<file path="config.mk">
export PLATFORM = sky130hd
export DESIGN_NAME = ofwm_wheel
export DESIGN_NICKNAME = d
export VERILOG_FILES = /design/src/ofwm_pkg.sv /design/src/ofwm_wheel.sv
export SDC_FILE = /design/constraint.sdc
export NUM_CORES = 1
export LEC_CHECK = 0
export CORE_MARGIN = 3
export CORE_UTILIZATION = 60
export DETAILED_ROUTE_END_ITERATION = 12
export DONT_BUFFER_PORTS = 1
export PLACE_DENSITY = 0.76
export SYNTH_ARGS = -nofsm -noshare
export SYNTH_HDL_FRONTEND = slang
export SYNTH_SLANG_ARGS = --single-unit
</file>
<file path="constraint.sdc">
create_clock -name clk -period 18.4 [get_ports clk]
set_clock_uncertainty 0.1 [all_clocks]
set_input_delay 2.76 -clock clk [delete_from_list [all_inputs] [get_ports clk]]
set_output_delay 2.76 -clock clk [all_outputs]
set_load 0.005 [all_outputs]
</file>
<file path="src/ofwm_pkg.sv">
// Shared widths, register codes and reset values for the omni four-wheel mixer.
// No dependencies; imported by every module of the block.
`timescale 1ns / 1ps

package ofwm_pkg;

    localparam int COMMAND_WIDTH_DEF = 16;
    localparam int GAIN_W            = 16;
    localparam int MAXV_W            = 15;
    localparam int VEL_W             = 16;
    localparam int GAIN_FRAC         = 4;
    localparam int CFG_DATA_W        = 16;
    localparam int CFG_IDX_W         = 1;

    localparam logic [CFG_IDX_W-1:0] CFG_VELOCITY_GAIN = 1'd0;
    localparam logic [CFG_IDX_W-1:0] CFG_MAX_VELOCITY  = 1'd1;

    localparam logic [GAIN_W-1:0] GAIN_RESET = 16'd51338;
    localparam logic [MAXV_W-1:0] MAXV_RESET = 15'd512;

    typedef struct packed {
        logic [GAIN_W-1:0] gain;
        logic [MAXV_W-1:0] max_vel;
    } ofwm_cfg_t;

    localparam ofwm_cfg_t CFG_RESET = '{gain: GAIN_RESET, max_vel: MAXV_RESET};

endpackage

</file>
<file path="src/ofwm_wheel.sv">
// One wheel channel: rotation mix, unit clamp, gain multiply, velocity saturation.
// Three register stages; depends on ofwm_pkg for widths and the config struct.
`timescale 1ns / 1ps

module ofwm_wheel
    import ofwm_pkg::*;
#(
    parameter int CMD_W   = COMMAND_WIDTH_DEF,
    parameter bit ADD_ROT = 1'b1,
    parameter bit FLIP    = 1'b1
)
(
    input  logic                    clk,
    input  ofwm_cfg_t               cfg,
    input  logic signed [CMD_W:0]   trans,
    input  logic signed [CMD_W-1:0] rot,
    output logic signed [VEL_W-1:0] vel
);

    localparam int P_W   = CMD_W + 2;
    localparam int MAG_W = CMD_W - 1;
    localparam int PRD_W = MAG_W + GAIN_W;
    localparam int SHIFT = CMD_W - 2 + GAIN_FRAC;
    localparam int SH_W  = PRD_W - SHIFT;

    localparam logic signed [P_W-1:0] P_ONE     = {3'b000, 1'b1, {(CMD_W-2){1'b0}}};
    localparam logic signed [P_W-1:0] P_NEG_ONE = -P_ONE;

    logic signed [P_W-1:0]   p_raw;
    logic signed [P_W-1:0]   p_clamp;
    logic signed [P_W-1:0]   p_abs;
    logic [MAG_W-1:0]        mag_next;
    logic                    neg_next;
    logic [MAG_W-1:0]        mag_reg;
    logic                    neg_reg;
    logic [PRD_W-1:0]        prod_next;
    logic [PRD_W-1:0]        prod_reg;
    logic                    neg2_reg;
    logic [SH_W-1:0]         scaled;
    logic [MAXV_W-1:0]       q;
    logic signed [VEL_W-1:0] vel_next;
    logic signed [VEL_W-1:0] vel_reg;

    always_comb
    begin
        if (ADD_ROT)
        begin
            p_raw = P_W'(rot) + P_W'(trans);
        end
        else
        begin
            p_raw = P_W'(trans) - P_W'(rot);
        end

        if (p_raw > P_ONE)
        begin
            p_clamp = P_ONE;
        end
        else if (p_raw < P_NEG_ONE)
        begin
            p_clamp = P_NEG_ONE;
        end
        else
        begin
            p_clamp = p_raw;
        end

        p_abs    = p_clamp[P_W-1] ? -p_clamp : p_clamp;
        mag_next = p_abs[MAG_W-1:0];
        neg_next = FLIP ? (p_clamp > 0) : p_clamp[P_W-1];
    end

    assign prod_next = mag_reg * cfg.gain;

    always_comb
    begin
        scaled = prod_reg[PRD_W-1:SHIFT];
        if (MAXV_W'(scaled) > cfg.max_vel)
        begin
            q = cfg.max_vel;
        end
        else
        begin
            q = MAXV_W'(scaled);
        end
        vel_next = neg2_reg ? -$signed(VEL_W'(q)) : $signed(VEL_W'(q));
    end

    always_ff @(posedge clk)
    begin
        mag_reg  <= mag_next;
        neg_reg  <= neg_next;
        prod_reg <= prod_next;
        neg2_reg <= neg_reg;
        vel_reg  <= vel_next;
    end

    assign vel = vel_reg;

endmodule

</file>
==> results by group <==
Status
  – Status: finished, final reports clean

CTS
  – Reg clk slew, reported paths: around 70 ps
  – Sink Count: 46
  – H-tree depth: 2
  – # hold bufs at CTS: 0
  – CTS root buf: clkbuf_16
  – TritonCTS clock tree: built
  – Clock Path Buffers: 2
  – Post-CTS sizing: 0
  – Setup Fix Bufs, Post-CTS: 0
  – Number of CTS-inserted buffers: 5
  – Clk Latency, worst-skew pair: 290 ps

Die
  – Core Area: between 0.015 and 0.02 sq mm
  – Total die area: 0.0195 sq mm
  – I/O pin cnt: 81
  – Initial core utilization: between 60% and 70%
  – Row cnt: 48
  – Die Y: 140 um
  – Die width: about 140 um

GRT
  – Vias in the first global route: 8541
  – First-pass GRT wire length: between 40 and 50 mm
  – Global Route Usage Sum: 25.7%
  – Initial antenna violation count: 0
  – Largest net degree at the start of global routing: 24
  – Grt total ovfl: 0

Power
  – Sw frac: 52.5%
  – P_int: between 0.9 and 1 mW
  – Leak pwr: 5.49 nW
  – Max VDD drop: approximately 0.14 mV
  – Sequential Power Share: roughly an eighth
  – Clock power share: 4.7%
  – Cell Pwr Density: about 170 mW/mm^2
  – Sw Pwr: approximately 1.0 mW
  – Combinational share of power: 82.8%

Logic synthesis
  – Synth Cell Area: between 0.01 and 0.015 sq mm
  – Syn Nets: roughly 1600
  – Post-synth EDFFs: 0
  – Xor and xnor area share after synthesis: under 10%
  – Yosys reg bits: 46
  – Ys Warns: 0
  – Syn_area_per_cell: approximately 8.7 sq um
  – Synth Instances: 1232
  – Post-synth top area share: 33.6%
  – Post-Synth Simple-Gate Area: between 10% and 20%
  – Largest family of logic cells by synthesized area: adder cells
  – Ranking of synthesized cells by area: fa_1, ha_1, dfxtp_1, and2_1, inv_1
  – Adder-cell area share of the yosys netlist: 48.2%
  – Count leader, synth: inv_1
  – Post-synthesis compound-gate area fraction: under 10%
  – Top cells by count, synth: inv_1, fa_1, and2_1
  – FFs w/ async S/R, synth: 0%
  – Post-synth top area cell: fa_1
  – Synth Flop Type: dfxtp_1
  – Post-synthesis cell type count: 64
  – Sequential cell area fraction in the yosys report: roughly 8.6%
  – Multiplexer area fraction after synthesis: less than 1%

Drt
  – Highest metal used: met4
  – Drt via density: approximately 5.7
  – DRT Wirelength: about 24 mm
  – Antenna Nets Post-Route: 0
  – Met2 wire length: between 10 and 15 mm
  – Vias: roughly 8100
  – Wire per inst: roughly 17 um
  – DRC Markers: 0
  – Metal3 WL: roughly 1.2 mm
  – Initial DRC Count: approximately 430
  – TritonRoute pass-1 iters: 6
  – Met1 wire length: 10.1 mm

STA
  – Fin. max-slew vios: 0
  – FMAX: 0.117 GHz
  – Final worst path period share: a little under half
  – TNS Setup: 0 ps
  – Final hold vios: 0
  – RSZ-0062 raised after global routing: false
  – Clock period minus worst slack: 8530 ps
  – Endpoints failing setup: 0
  – Worst-Margin Slew: 760 ps
  – Worst rel slew slack: between 40% and 50%

Setup path
  – Startpoint Class: primary input
  – Critical path required time: about 18000 ps
  – CP endpoint kind: register
  – CP arrival: ~8600 ps
  – CP Max Fanout: 15
  – Crit Path Category: primary input to register

Cells and area
  – Ant. Diodes: 0
  – Layout cell share with drive strength beyond 1: approximately 2.3%
  – Area Overhead vs Synth: 2.48%
  – Nets: about 1600
  – Fin area: 0.0110 sq mm
  – Filler Cells Inserted: 1520
  – Max reg flops: 16

Placement
  – Placer congestion estimate: approximately 0.87
  – Number of port buffers: 0
  – Placed Area: ~0.011 sq mm
  – DP HPWL: just under 20 mm

Worst hold path
  – Hold crit path type: register to register

Flow run
  – Max_cap viols: 0
power groups by stage:
stage | clock (mW) | combinational [mW] | sequential (mW)
detailed placement | 0 | 1.57 | 0.238
global route | 0.0952 | 1.88 | 0.244
CTS | 0.0920 | 1.61 | 0.236
floorplan | 0 | 1.27 | 0.185
global placement | 0 | 1.55 | 0.238
finish | 0.0895 | 1.58 | 0.239
final cells by class:
type / count / area (sq um) / area share, %
clock buffer: 5 / 125 / 1.14
clock inverter: 3 / 23.8 / 0.216
timing repair buffer: 1 / 7.51 / 0.0683
tap: 225 / 282 / 2.56
sequential: 46 / 921 / 8.38
inverter: 223 / 837 / 7.62
multi-input combinational: 920 / 8790 / 80.0
cells by family (layout without fill, tap and decap cells):
family / Yosys count / after routing
adder cells (fa/ha/maj): 305 / 305
AND/OR/NAND/NOR: 413 / 413
flip-flops: 46 / 46
multiplexers: 5 / 5
AO/OA/AOI/OAI: 145 / 145
buffers and inverters: 266 / 232
XOR/XNOR: 52 / 52
cell usage in the layout (no fill, tap or decap), types with 5 or more instances in the layout:
master / count
o31ai_1: 6
nor3_1: 15
nor2b_1: 6
nand4_1: 6
fa_1: 180
nor2_1: 57
a21oi_1: 41
inv_1: 223
xor2_1: 19
ha_1: 125
xnor2_1: 33
a211oi_1: 8
a21o_1: 12
nand2b_1: 5
nand2_1: 135
nand3_1: 21
dfxtp_1: 46
mux2i_1: 5
o211ai_1: 6
o21a_1: 9
o21ai_0: 20
and2_1: 143
clkbuf_16: 5
per-stage QoR:
stage / instances / setup WS, ps / hold slack [ps] / total power [mW] / utilization, %
floorplan: 1232 / 9900 / 210 / 1.46 / -
global placement: 1415 / 9690 / 212 / 1.79 / 62.2
detailed placement: 1415 / 9570 / 214 / 1.81 / 62.2
CTS: 1423 / 9860 / 228 / 1.93 / 63.1
global route: 1423 / 9540 / 243 / 2.22 / 63.1
finish: 1423 / 9870 / 225 / 1.91 / 63.1
layer usage:
layer,vias to the layer above,GRT usage [%]
met1,3969,34.7
met4,0,7.39
li1,3821,-
met5,-,0
met2,237,43.9
met3,57,2.92
worst max-delay path, stage by stage:
cell and delay [ps]:
and2_1 150, fa_1 530, inv_1 60, fa_1 530, inv_1 50, fa_1 520
fa_1 440, fa_1 550, inv_1 50, fa_1 520, inv_1 40, ha_1 310
a21oi_1 200, nand3b_1 110, a221o_1 340, o2111ai_1 270, a21oi_1 160, o21ai_0 330
o211ai_1 180, a31oi_1 270, o21bai_1 110, xnor2_1 130
final timing paths:
kind,endpoint,cells past startpoint,startpoint,slack [ps]
setup / recovery,prod_reg[30],22,cfg[26],9870
hold / removal,neg2_reg,0,neg_reg,220
setup reg to reg,prod_reg[30],21,mag_reg[6],11530
hold reg to reg,neg2_reg,0,neg_reg,220
No activity file was read; power rests on OpenSTA's default activity.
