`config.mk`:
```
export PLATFORM = sky130hd
export DESIGN_NAME = ofwm_sqrt
export DESIGN_NICKNAME = d
export VERILOG_FILES = /design/src/ofwm_pkg.sv /design/src/ofwm_sqrt.sv
export SDC_FILE = /design/constraint.sdc
export NUM_CORES = 1
export LEC_CHECK = 0
export BUFFER_PORTS_ARGS = -buffer_cell sky130_fd_sc_hd__buf_2
export CELL_PAD_IN_SITES_DETAIL_PLACEMENT = 1
export CELL_PAD_IN_SITES_GLOBAL_PLACEMENT = 1
export CORE_MARGIN = 2
export CORE_UTILIZATION = 35
export DETAILED_ROUTE_END_ITERATION = 12
export PLACE_DENSITY = 0.57
export SLEW_MARGIN = 20
export SYNTH_ARGS = -nofsm -noshare
export SYNTH_HDL_FRONTEND = slang
export SYNTH_SLANG_ARGS = --single-unit
```
`constraint.sdc`:
```
create_clock -name clk -period 2.8 [get_ports clk]
set_clock_uncertainty 0.05 [all_clocks]
set_input_delay 0.14 -clock clk [delete_from_list [all_inputs] [get_ports clk]]
set_output_delay 0.14 -clock clk [all_outputs]
set_load 0.01 [all_outputs]
```
`src/ofwm_pkg.sv`:
```
// Shared widths, register codes and reset values for the omni four-wheel mixer.
// No dependencies; imported by every module of the block.
`timescale 1ns / 1ps

package ofwm_pkg;

    localparam int COMMAND_WIDTH_DEF = 16;
    localparam int GAIN_W            = 16;
    localparam int MAXV_W            = 15;
    localparam int VEL_W             = 16;
    localparam int GAIN_FRAC         = 4;
    localparam int CFG_DATA_W        = 16;
    localparam int CFG_IDX_W         = 1;

    localparam logic [CFG_IDX_W-1:0] CFG_VELOCITY_GAIN = 1'd0;
    localparam logic [CFG_IDX_W-1:0] CFG_MAX_VELOCITY  = 1'd1;

    localparam logic [GAIN_W-1:0] GAIN_RESET = 16'd51338;
    localparam logic [MAXV_W-1:0] MAXV_RESET = 15'd512;

    typedef struct packed {
        logic [GAIN_W-1:0] gain;
        logic [MAXV_W-1:0] max_vel;
    } ofwm_cfg_t;

    localparam ofwm_cfg_t CFG_RESET = '{gain: GAIN_RESET, max_vel: MAXV_RESET};

endpackage

```
`src/ofwm_sqrt.sv`:
```
// Pipelined integer square root, one result bit per register stage.
// Carries a side word alongside the radicand; depends on ofwm_pkg.
`timescale 1ns / 1ps

module ofwm_sqrt
    import ofwm_pkg::*;
#(
    parameter int ROOT_W = COMMAND_WIDTH_DEF,
    parameter int SIDE_W = 1
)
(
    input  logic                  clk,
    input  logic                  rst_n,
    input  logic                  rad_valid,
    input  logic [2*ROOT_W-1:0]   radicand,
    input  logic [SIDE_W-1:0]     rad_side,
    output logic                  root_valid,
    output logic [ROOT_W-1:0]     root,
    output logic [SIDE_W-1:0]     root_side
);

    localparam int RAD_W = 2 * ROOT_W;

    logic [RAD_W-1:0]  rem_reg  [ROOT_W];
    logic [ROOT_W-1:0] root_reg [ROOT_W];
    logic [SIDE_W-1:0] side_reg [ROOT_W];
    logic              vld_reg  [ROOT_W];

    genvar k;
    generate
        for (k = 0; k < ROOT_W; k++)
        begin : g_stage
            localparam int BIT = ROOT_W - 1 - k;

            logic [RAD_W-1:0]  rem_in;
            logic [ROOT_W-1:0] root_in;
            logic [SIDE_W-1:0] side_in;
            logic              vld_in;
            logic [RAD_W-1:0]  trial;
            logic [RAD_W-1:0]  rem_next;
            logic [ROOT_W-1:0] root_next;

            if (k == 0)
            begin : g_first
                assign rem_in  = radicand;
                assign root_in = '0;
                assign side_in = rad_side;
                assign vld_in  = rad_valid;
            end
            else
            begin : g_rest
                assign rem_in  = rem_reg[k-1];
                assign root_in = root_reg[k-1];
                assign side_in = side_reg[k-1];
                assign vld_in  = vld_reg[k-1];
            end

            always_comb
            begin
                trial = (RAD_W'(root_in) << (BIT + 1)) + (RAD_W'(1) << (2 * BIT));
                if (rem_in >= trial)
                begin
                    rem_next  = rem_in - trial;
                    root_next = root_in | (ROOT_W'(1) << BIT);
                end
                else
                begin
                    rem_next  = rem_in;
                    root_next = root_in;
                end
            end

            always_ff @(posedge clk or negedge rst_n)
            begin
                if (!rst_n)
                begin
                    vld_reg[k] <= 1'b0;
                end
                else
                begin
                    vld_reg[k] <= vld_in;
                end
            end

            always_ff @(posedge clk)
            begin
                rem_reg[k]  <= rem_next;
                root_reg[k] <= root_next;
                side_reg[k] <= side_in;
            end
        end
    endgenerate

    assign root_valid = vld_reg[ROOT_W-1];
    assign root       = root_reg[ROOT_W-1];
    assign root_side  = side_reg[ROOT_W-1];

endmodule

```
==> results of run 1 <==
## worst max-delay path, delay by kind of cell, from the launching register on
family	cells	cell delay, ns
and+or+nand+nor	2	0.61
xor gates and xnor gates	1	0.18
adders and majority gates	1	0.28
DFF	1	0.33
AOI/OAI and AO/OA	4	1.19
buffers and inverters	1	0.05
## cells by family after synthesis
| group | after synthesis | synth area share |
|---|---|---|
| flops | 648 | 0.556 |
| simple gates | 615 | 0.135 |
| compound gates | 407 | 0.110 |
| buf+inv | 214 | 0.0345 |
| xor+xnor | 202 | 0.0754 |
| fa+ha+maj | 150 | 0.0800 |
| mux | 21 | 0.00976 |
## layout by cell type (no fill, tap or decap), drive strengths merged, types with 7 or more instances in the layout
cell         instances
mux2                15
xnor2              109
a21o                32
dfrtp               16
nand3               30
nor4                76
a21boi               7
nand4               26
o21ai               98
nor4b               11
dlygate4sd3         37
nand2b              27
nand3b               8
or3                 21
nor3                58
o211ai              14
inv                182
a211oi              23
dfxtp              632
clkbuf             101
o31ai               18
nor2b               22
ha                 150
clkinv              18
nor2               149
o21a                28
xor2                93
nand4b               8
or4                 15
nand2              131
a21oi              129
buf                136
## through the flow
stage / TNS (ns) / setup WS [ns]
2_1_floorplan: 0 / 0.0833
3_3_place_gp: 0 / 0.0202
3_5_place_dp: -0.393 / -0.0502
4_1_cts: 0 / 0.00212
5_1_grt: -0.0164 / -0.00806
6_report: 0 / 0.0659
## power by group
| part | total (uW) | leakage, uW | switching, uW | internal (uW) |
|---|---|---|---|---|
| registers | 13200 | 0.00549 | 1790 | 11400 |
| clock network | 9680 | 0.00121 | 3910 | 5770 |
| logic | 8730 | 0.00614 | 4670 | 4060 |
| total | 31600 | 0.0128 | 10400 | 21300 |
## final cells by class
| cell class | count | area (um2) |
|---|---|---|
| clock buffers | 101 | 2060 |
| clock inverters | 28 | 437 |
| fillers | 7243 | 37600 |
| inverters | 180 | 676 |
| multi-input cells | 1395 | 9870 |
| flip-flops and latches | 648 | 13100 |
| well taps | 864 | 1080 |
| repair buffers | 173 | 1310 |
## final timing paths
kind / startpoint / end / slack [ns] / cells after the start
worst max-delay path: root_reg[1][22]$_DFF_P_ / rem_reg[1][92]$_DFF_P_ / 0.07 / 9
worst min-delay path: rad_side / side_reg[0][0]$_DFF_P_ / 0.09 / 2
worst max register to register: root_reg[1][22]$_DFF_P_ / rem_reg[1][92]$_DFF_P_ / 0.07 / 9
worst min register to register: root_reg[1][22]$_DFF_P_ / root_reg[1][38]$_DFF_P_ / 0.27 / 0
max in group asynchronous: rst_n / g_stage[12].vld_in$_DFF_PN0_ / 1.65 / 3
min in group asynchronous: rst_n / g_stage[10].vld_in$_DFF_PN0_ / 0.61 / 3
## per-layer routing
| metal | GRT usage | wire (um) | vias up |
|---|---|---|---|
| li1 | - | - | 8251 |
| met4 | 0.0537 | 1480 | 0 |
| met5 | 0 | 0 | - |
| met1 | 0.191 | 24900 | 7834 |
| met2 | 0.312 | 30100 | 148 |
| met3 | 0.0269 | 1210 | 92 |
## timing repair
action / CTS / global route
resized for setup: 6 / 39
hold buffers: 37 / 0
setup endpoints to repair: 20 / 92
buffers inserted: 0 / 2
pin swaps: 0 / 7
hold endpoints to repair: 51 / 0
==> flow_metrics.py, run 1 <==
metrics = {
    "detailed_routing": {
        "drc": 0,
        "dr.first_iter.drc_count": 503,
        "wl_per_cell_um": 17.0,
        "drt_first_pass_iters": 5,
        "vias_per_cell": 4.82,
        "ant_nets": 0,
        "routed_wirelength_um": 57700,
        "vias": 16300,
    },
    "sta": {
        "slew_violations": 0,
        "worstMarginPinSlew_ns": 0.987,
        "setup_viol": 0,
        "holdWs_ns": 0.0878,
        "period_share": 0.976,
        "slew_headroom": 0.336,
        "hold_viol": 0,
        "max_freq_mhz": 366,
        "period_minus_slack_ns": 2.73,
    },
    "die": {
        "core_area_um2": 66100,
        "initial_core_util": 0.355,
        "die_x_um": 263,
        "die_h_um": 263,
        "rows": 94,
        "die-area_um2": 69100,
        "io_pins": 54,
    },
    "setup_path": {
        "cp.required_ns": 3.29,
        "critPathMaxFanout": 3,
        "startpoint_type": "flop",
        "crit_chain": "inv_1, ha_1, nor2b_1, o31a_1, or4_1, a32o_1, a21o_1, a2111oi_2, xor2_1",
        "cp.arrival_ns": 3.22,
        "endpoint_kind": "flop",
        "path_class": "flop to flop",
        "crit_path_top_delay_cell": "or4_1",
        "worst_path_largest_cell_delay_ns": 0.47,
    },
    "final_layout": {
        "fin_util": 0.431,
        "drive_above_1_share": 0.121,
        "largest_reg_flops": 480,
        "final_cells": 3389,
        "area_growth_pct": 21.4,
        "post-route-cell-area_um2": 28500,
        "fin_nets": 2655,
        "antennaDiodeCount": 0,
    },
    "global_routing": {
        "grt_pass1_wl_um": 92800,
        "antenna_found_initial": 0,
        "grt_max_degree": 23,
        "grt-ovfl-total": 0,
        "grtUsageTotal": 0.166,
        "grt_pass1_vias": 17600,
    },
    "synthesis": {
        "synth-seq-cells": 648,
        "async_reset_ff_frac": 0.0247,
        "synth-main-ff-cell": "dfxtp_1",
        "yosysTopAreaCell": "dfxtp_1",
        "synth.most_common_cell": "dfxtp_1",
        "yosys_warnings": 0,
        "postSynthAreaPerCell_um2": 10.4,
        "ys_seq_area_frac": 0.556,
        "synth.area.top_cells": "dfxtp_1, ha_1, xnor2_1",
        "netlist-cell-type-count": 73,
        "syn_area_um2": 23500,
        "synth.top_cell.area_share": 0.539,
        "synth_cells": 2257,
        "synth_top_cells_by_count": "dfxtp_1, inv_1, ha_1, nor2_1, nand2_1",
        "synth_nets": 2443,
        "synth-edff-count": 0,
    },
    "cts": {
        "htreeDepth": 3,
        "cts_buffer_depth": 3,
        "clock-root-buffer": "clkbuf_16",
        "clkSlewWorstSetupHoldPaths_ns": 0.06,
        "cts_tree": "done",
        "cts.sinks": 648,
        "cts_buffers": 71,
        "clkLatencyLatePin_ns": 0.63,
    },
    "hold_path": {
        "hold_path_class": "primary input to flop",
    },
    "pwr": {
        "power_per_cell_area_nw_per_um2": 1110,
        "p_leak_uw": 0.0128,
        "vdd_drop_max_mv": 0.508,
        "total_power_uw": 31600,
    },
    "place": {
        "portBuffers": 53,
        "placed_cell_area_um2": 25300,
        "dp_hpwl_um": 44500,
        "gp_congestion": 0.851,
        "dp.cells": 3221,
    },
    "run": {
        "maxCapViolCount": 0,
    },
    "run_status": {
        "status": "complete, no violations",
    },
}
Power figures use the tool's default switching activity.
==> inputs of run 2 (changes only) <==
--- a/config.mk
+++ b/config.mk
@@ -8,10 +8,12 @@
 export BUFFER_PORTS_ARGS = -buffer_cell sky130_fd_sc_hd__buf_2
 export CELL_PAD_IN_SITES_DETAIL_PLACEMENT = 1
 export CELL_PAD_IN_SITES_GLOBAL_PLACEMENT = 1
+export CORE_ASPECT_RATIO = 0.5
 export CORE_MARGIN = 2
 export CORE_UTILIZATION = 35
 export DETAILED_ROUTE_END_ITERATION = 12
 export PLACE_DENSITY = 0.57
+export REMOVE_ABC_BUFFERS = 1
 export SLEW_MARGIN = 20
 export SYNTH_ARGS = -nofsm -noshare
 export SYNTH_HDL_FRONTEND = slang
==> constraint.sdc (replaced) <==
create_clock -name clk -period 2.8 [get_ports clk]
set_clock_uncertainty 0.05 [all_clocks]
set_input_delay 0.14 -clock clk [delete_from_list [all_inputs] [get_ports clk]]
set_output_delay 0.14 -clock clk [all_outputs]
set_load 0.1 [all_outputs]
==> flow_metrics.py, run 2 (synthesis gave the netlist of run 1 again) <==
metrics = {
    "setup_path": {
        "crit_path_top_delay_cell": "or4_4",
        "cp.depth": 9,
        "endpoint_kind": "flop",
        "cp.arrival_ns": 3.18,
        "r2r-start": "root_reg[1][13]$_DFF_P_",
        "cp.required_ns": 3.28,
        "reg2reg_slack_ns": 0.10,
        "path_class": "flop to flop",
        "crit_chain": "inv_1, ha_4, inv_1, or4_4, o311ai_4, a211oi_2, or4_4, nor4_4, xor2_1",
        "worstReg2RegEnd": "rem_reg[1][61]$_DFF_P_",
        "worstSetupEndpoint": "rem_reg[1][61]$_DFF_P_",
        "critPathMaxFanout": 5,
        "reg2regPathDepth": 9,
        "path_buf_inv": 2,
        "crit_start": "root_reg[1][13]$_DFF_P_",
        "cp_top_family": "simple AND/OR/NAND/NOR gates",
        "startpoint_type": "flop",
        "worst_path_largest_cell_delay_ns": 0.59,
    },
    "pwr": {
        "combinationalPowerShare": 0.279,
        "p_clk_frac": 0.295,
        "total_power_uw": 30700,
        "p_leak_uw": 0.0127,
        "netSwitchingFraction": 0.320,
        "p_sw_uw": 9830,
        "power_per_cell_area_nw_per_um2": 1090,
        "sequentialPowerShare": 0.425,
        "vdd_drop_max_mv": 0.510,
        "p_int_uw": 20900,
    },
    "detailed_routing": {
        "drc": 0,
        "wl_met2_um": 25000,
        "drt_first_pass_iters": 4,
        "vias_per_cell": 4.67,
        "routed_wirelength_um": 51800,
        "vias": 15900,
        "wl_met1_um": 23700,
        "wl_met3_um": 1540,
        "top_layer_used": "met4",
        "wl_per_cell_um": 15.2,
        "ant_nets": 0,
        "dr.first_iter.drc_count": 444,
    },
    "sta": {
        "holdWs_ns": 0.0946,
        "rsz0062_at_grt": "yes",
        "slew_headroom": 0.535,
        "max_freq_mhz": 371,
        "hold_viol": 0,
        "worstMarginPinSlew_ns": 0.695,
        "slew_violations": 0,
        "period_share": 0.963,
        "postLayoutSetupSlackWorst_ns": 0.103,
        "period_minus_slack_ns": 2.70,
        "setup_viol": 0,
    },
    "place": {
        "dp_hpwl_um": 39600,
        "gp_congestion": 0.835,
        "pre_cts_ws_ns": -0.00527,
        "placed_cell_area_um2": 25400,
        "portBuffers": 53,
    },
    "final_layout": {
        "nFillCells": 7320,
        "post-route-cell-area_um2": 28100,
        "layout_commonest_cell": "dfxtp_1",
        "antennaDiodeCount": 0,
        "final_cell_mix": "dfxtp_1, inv_1, nor2_1, ha_1, nand2_1",
        "fin_nets": 2646,
        "largest_reg_flops": 480,
        "area_growth_pct": 19.9,
        "drive_above_1_share": 0.113,
    },
    "die": {
        "die_x_um": 370,
        "core_area_um2": 66600,
        "die_h_um": 187,
        "initial_core_util": 0.352,
        "die-area_um2": 69300,
        "io_pins": 54,
        "rows": 67,
    },
    "cts": {
        "htreeDepth": 2,
        "cts_buffers": 58,
        "clkLatencyLatePin_ns": 0.63,
        "clkSlewWorstSetupHoldPaths_ns": 0.06,
        "cts_buffer_depth": 3,
        "clock-root-buffer": "clkbuf_16",
        "cts.sinks": 648,
        "cts_tree": "done",
    },
    "run_status": {
        "status": "complete, no violations",
    },
    "global_routing": {
        "grt_pass1_vias": 17000,
        "grt_max_degree": 24,
        "antenna_found_initial": 0,
        "grtUsageTotal": 0.151,
        "grt-ovfl-total": 0,
        "grt_pass1_wl_um": 85900,
    },
    "hold_path": {
        "hold_path_class": "primary input to flop",
    },
    "run": {
        "maxCapViolCount": 0,
    },
}
-- run 2: cell count changes in the layout (fill, tap and decap cells not counted), moves of 4 or more --
cell / before / now
bufinv_16: 6 / 16
buf_4: 77 / 86
dfxtp_1: 632 / 628
clkbuf_8: 17 / 6
dfxtp_2: 0 / 4
clkbuf_16: 71 / 58
-- run 2: how the worst min path moves through the flow --
stage	from	endpoint	slack [ns]	depth (start not counted)
after global routing	rad_side	side_reg[0][0]$_DFF_P_	0.06	2
after CTS	rad_valid	g_stage[1].vld_in$_DFF_PN0_	0.04	2
after floorplan	rst_n	g_stage[10].vld_in$_DFF_PN0_	-0.21	0
after global placement	rst_n	g_stage[1].vld_in$_DFF_PN0_	0.001	1
after detailed placement	rst_n	g_stage[1].vld_in$_DFF_PN0_	0.02	1
final	rad_side	side_reg[0][0]$_DFF_P_	0.09	2
-- run 2: layout make-up --
class,count,area [um2],area share
flip-flops and latches,648,13100,0.464
multi-input cells,1395,9790,0.348
clock buffers,75,1580,0.0560
repair buffers,177,1300,0.0462
well taps,897,1120,0.0399
inverters,180,676,0.0240
clock inverters,30,618,0.0220
-- run 2: power groups by stage --
stage | Combinational, uW | Clock [uW] | Sequential (uW)
floorplan | 6190 | 0 | 12800
global placement | 8350 | 0 | 13200
detailed placement | 8480 | 0 | 13300
CTS | 8600 | 9400 | 13100
global route | 9700 | 9810 | 13400
finish | 8580 | 9080 | 13100
-- run 2: timing repair --
action | in CTS | in global routing
pin swaps | 0 | 12
endpoints found under the hold margin | 51 | 0
setup buffers | 0 | 5
resized for setup | 6 | 24
setup endpoints to repair | 3 | 50
gates cloned | 0 | 0
hold buffers | 37 | 0
-- run 2: stage by stage --
stage,setup TNS (ns),util,std cells
2_1_floorplan,-5.71,-,2223
3_3_place_gp,-0.0694,0.381,3255
3_5_place_dp,-0.00527,0.381,3255
4_1_cts,0,0.420,3397
5_1_grt,-0.0393,0.422,3402
6_report,0,0.422,3402
-- run 2: per-layer routing --
| layer | global-route usage | vias up |
|---|---|---|
| met4 | 0.0449 | 0 |
| met2 | 0.271 | 157 |
| met3 | 0.0285 | 78 |
| met5 | 0 | - |
| met1 | 0.182 | 7424 |
| li1 | - | 8212 |
==> inputs of run 3 (changes only) <==
--- a/config.mk
+++ b/config.mk
@@ -12,6 +12,7 @@
 export CORE_MARGIN = 2
 export CORE_UTILIZATION = 35
 export DETAILED_ROUTE_END_ITERATION = 12
+export GPL_TIMING_DRIVEN = 0
 export PLACE_DENSITY = 0.57
 export REMOVE_ABC_BUFFERS = 1
 export SLEW_MARGIN = 20
==> flow_metrics.py, run 3 (synthesis gave the netlist of run 1 again) <==
metrics = {
    "run_status": {
        "status": "complete, no violations",
    },
    "setup_path": {
        "r2r-start": "root_reg[1][11]$_DFF_P_",
        "worst_path_largest_cell_delay_ns": 0.58,
        "crit_start": "root_reg[1][11]$_DFF_P_",
        "cp.arrival_ns": 3.23,
        "path_class": "flop to flop",
        "crit_top_cell": "or4_4",
        "endpoint_kind": "flop",
        "cp.required_ns": 3.30,
        "crit_path_top_delay_cell": "or4_4",
        "crit_chain": "inv_1, ha_4, nand2_4, or4_4, o311ai_4, a211oi_4, or4_4, nor4_4, xor2_1",
        "startpoint_type": "flop",
        "critPathMaxFanout": 5,
    },
    "cts": {
        "cts_tree": "done",
        "cts_buffers": 57,
        "cts_buffer_depth": 3,
        "htreeDepth": 2,
        "cts.sinks": 648,
        "clkSlewWorstSetupHoldPaths_ns": 0.07,
        "clkLatencyLatePin_ns": 0.62,
        "clock-root-buffer": "clkbuf_16",
    },
    "sta": {
        "slew_headroom": 0.446,
        "worstMarginPinSlew_ns": 0.824,
        "max_freq_mhz": 366,
        "rsz0062_at_grt": "yes",
        "hold_viol": 0,
        "setup_tns_ns": 0,
        "period_share": 0.976,
        "period_minus_slack_ns": 2.73,
        "slew_violations": 0,
        "setup_viol": 0,
    },
    "detailed_routing": {
        "routed_wirelength_um": 51700,
        "dr.first_iter.drc_count": 510,
        "vias_per_cell": 4.69,
        "wl_per_cell_um": 15.5,
        "drc": 0,
        "vias": 15700,
        "ant_nets": 0,
        "drt_first_pass_iters": 4,
    },
    "die": {
        "io_pins": 54,
        "initial_core_util": 0.352,
        "core_area_um2": 66600,
        "die_h_um": 187,
        "die-area_um2": 69300,
        "die_x_um": 370,
        "rows": 67,
    },
    "final_layout": {
        "multi_input_area_um2": 10300,
        "post-route-cell-area_um2": 28000,
        "fin_util": 0.420,
        "layout_commonest_cell": "dfxtp_1",
        "antennaDiodeCount": 0,
        "nFillCells": 7305,
        "area.sequential_um2": 13100,
        "area_growth_pct": 19.3,
        "final_cell_mix": "dfxtp_1, inv_1, nor2_1, ha_1, nand2_1",
        "fin_nets": 2596,
        "drive_above_1_share": 0.112,
        "largest_reg_flops": 480,
    },
    "global_routing": {
        "grtUsageTotal": 0.149,
        "grt_pass1_vias": 16700,
        "antenna_found_initial": 0,
        "grt_max_degree": 29,
        "grt_pass1_wl_um": 84800,
        "grt-ovfl-total": 0,
    },
    "pwr": {
        "vdd_drop_max_mv": 0.553,
        "p_leak_uw": 0.0124,
        "power_per_cell_area_nw_per_um2": 1070,
    },
    "place": {
        "placed_cell_area_um2": 24800,
        "dp_hpwl_um": 37900,
        "portBuffers": 53,
        "gp_congestion": 0.833,
    },
    "hold_path": {
        "hold_path_class": "primary input to flop",
        "hold_path_startpoint": "radicand[20]",
    },
    "run": {
        "maxCapViolCount": 0,
    },
}
==> run 3: cell types whose count changed in the layout (fill, tap and decap cells not counted), moves of 4 or more <==
cell,before,now
buf_4,86,30
ha_1,147,138
bufinv_16,16,8
nor4_1,74,67
ha_4,2,8
clkbuf_1,11,6
clkbuf_8,6,11
a21o_4,0,4
nor4_4,1,5
==> run 3: what timing repair did <==
action | CTS | global route
gates resized for setup | 46 | 58
hold buffers | 37 | 0
pin swaps | 18 | 18
setup endpoints to repair | 131 | 100
gates cloned | 4 | 2
endpoints found under the hold margin | 51 | 0
buffers inserted | 14 | 14
==> run 3: per-layer routing <==
| metal | global-route usage | wire (um) |
|---|---|---|
| met1 | 0.176 | 23300 |
| met2 | 0.267 | 24900 |
| met3 | 0.0295 | 1680 |
| met4 | 0.0530 | 1850 |
| met5 | 0 | 0 |
==> run 3: stage by stage <==
stage / std cells / total power [uW] / hold WS [ns] / setup slack, ns
5_1_grt: 3342 / 31900 / 0.0672 / -0.0478
2_1_floorplan: 2223 / 19000 / -0.206 / -0.407
3_5_place_dp: 3177 / 21300 / 0.0184 / -0.704
6_report: 3342 / 29800 / 0.109 / 0.0672
3_3_place_gp: 3173 / 21100 / 0.00211 / -1.39
4_1_cts: 3326 / 29900 / 0.0617 / 0.00154
==> run 3: critical path: cells and delay by family (launching register included) <==
kind	cells	cell delay, ns
adders and majority gates	1	0.29
DFF	1	0.33
and+or+nand+nor	4	1.38
xor gates and xnor gates	1	0.15
buffers and inverters	1	0.06
AOI/OAI and AO/OA	2	0.39
==> run 3: final timing paths <==
| check | endpoint | slack, ns | cells past startpoint |
|---|---|---|---|
| setup / recovery | rem_reg[1][61]$_DFF_P_ | 0.07 | 9 |
| hold / removal | rem_reg[0][20]$_DFF_P_ | 0.11 | 2 |
| setup reg to reg | rem_reg[1][61]$_DFF_P_ | 0.07 | 9 |
| hold reg to reg | side_reg[1][3]$_DFF_P_ | 0.28 | 0 |
| max in group asynchronous | root_valid$_DFF_PN0_ | 1.67 | 3 |
| min in group asynchronous | g_stage[1].vld_in$_DFF_PN0_ | 0.59 | 3 |
==> run 3: area by class of cell <==
cell class | count | share of cell area
clock inverters | 20 | 0.0124
inverters | 180 | 0.0244
repair buffers | 122 | 0.0320
well taps | 897 | 0.0401
flip-flops and latches | 648 | 0.466
multi-input cells | 1401 | 0.368
clock buffers | 74 | 0.0572
==> run 3: power by group <==
group | total [uW] | internal, uW | switching [uW]
Sequential | 13100 | 11400 | 1640
Clock | 8240 | 4750 | 3490
Combinational | 8530 | 3810 | 4720
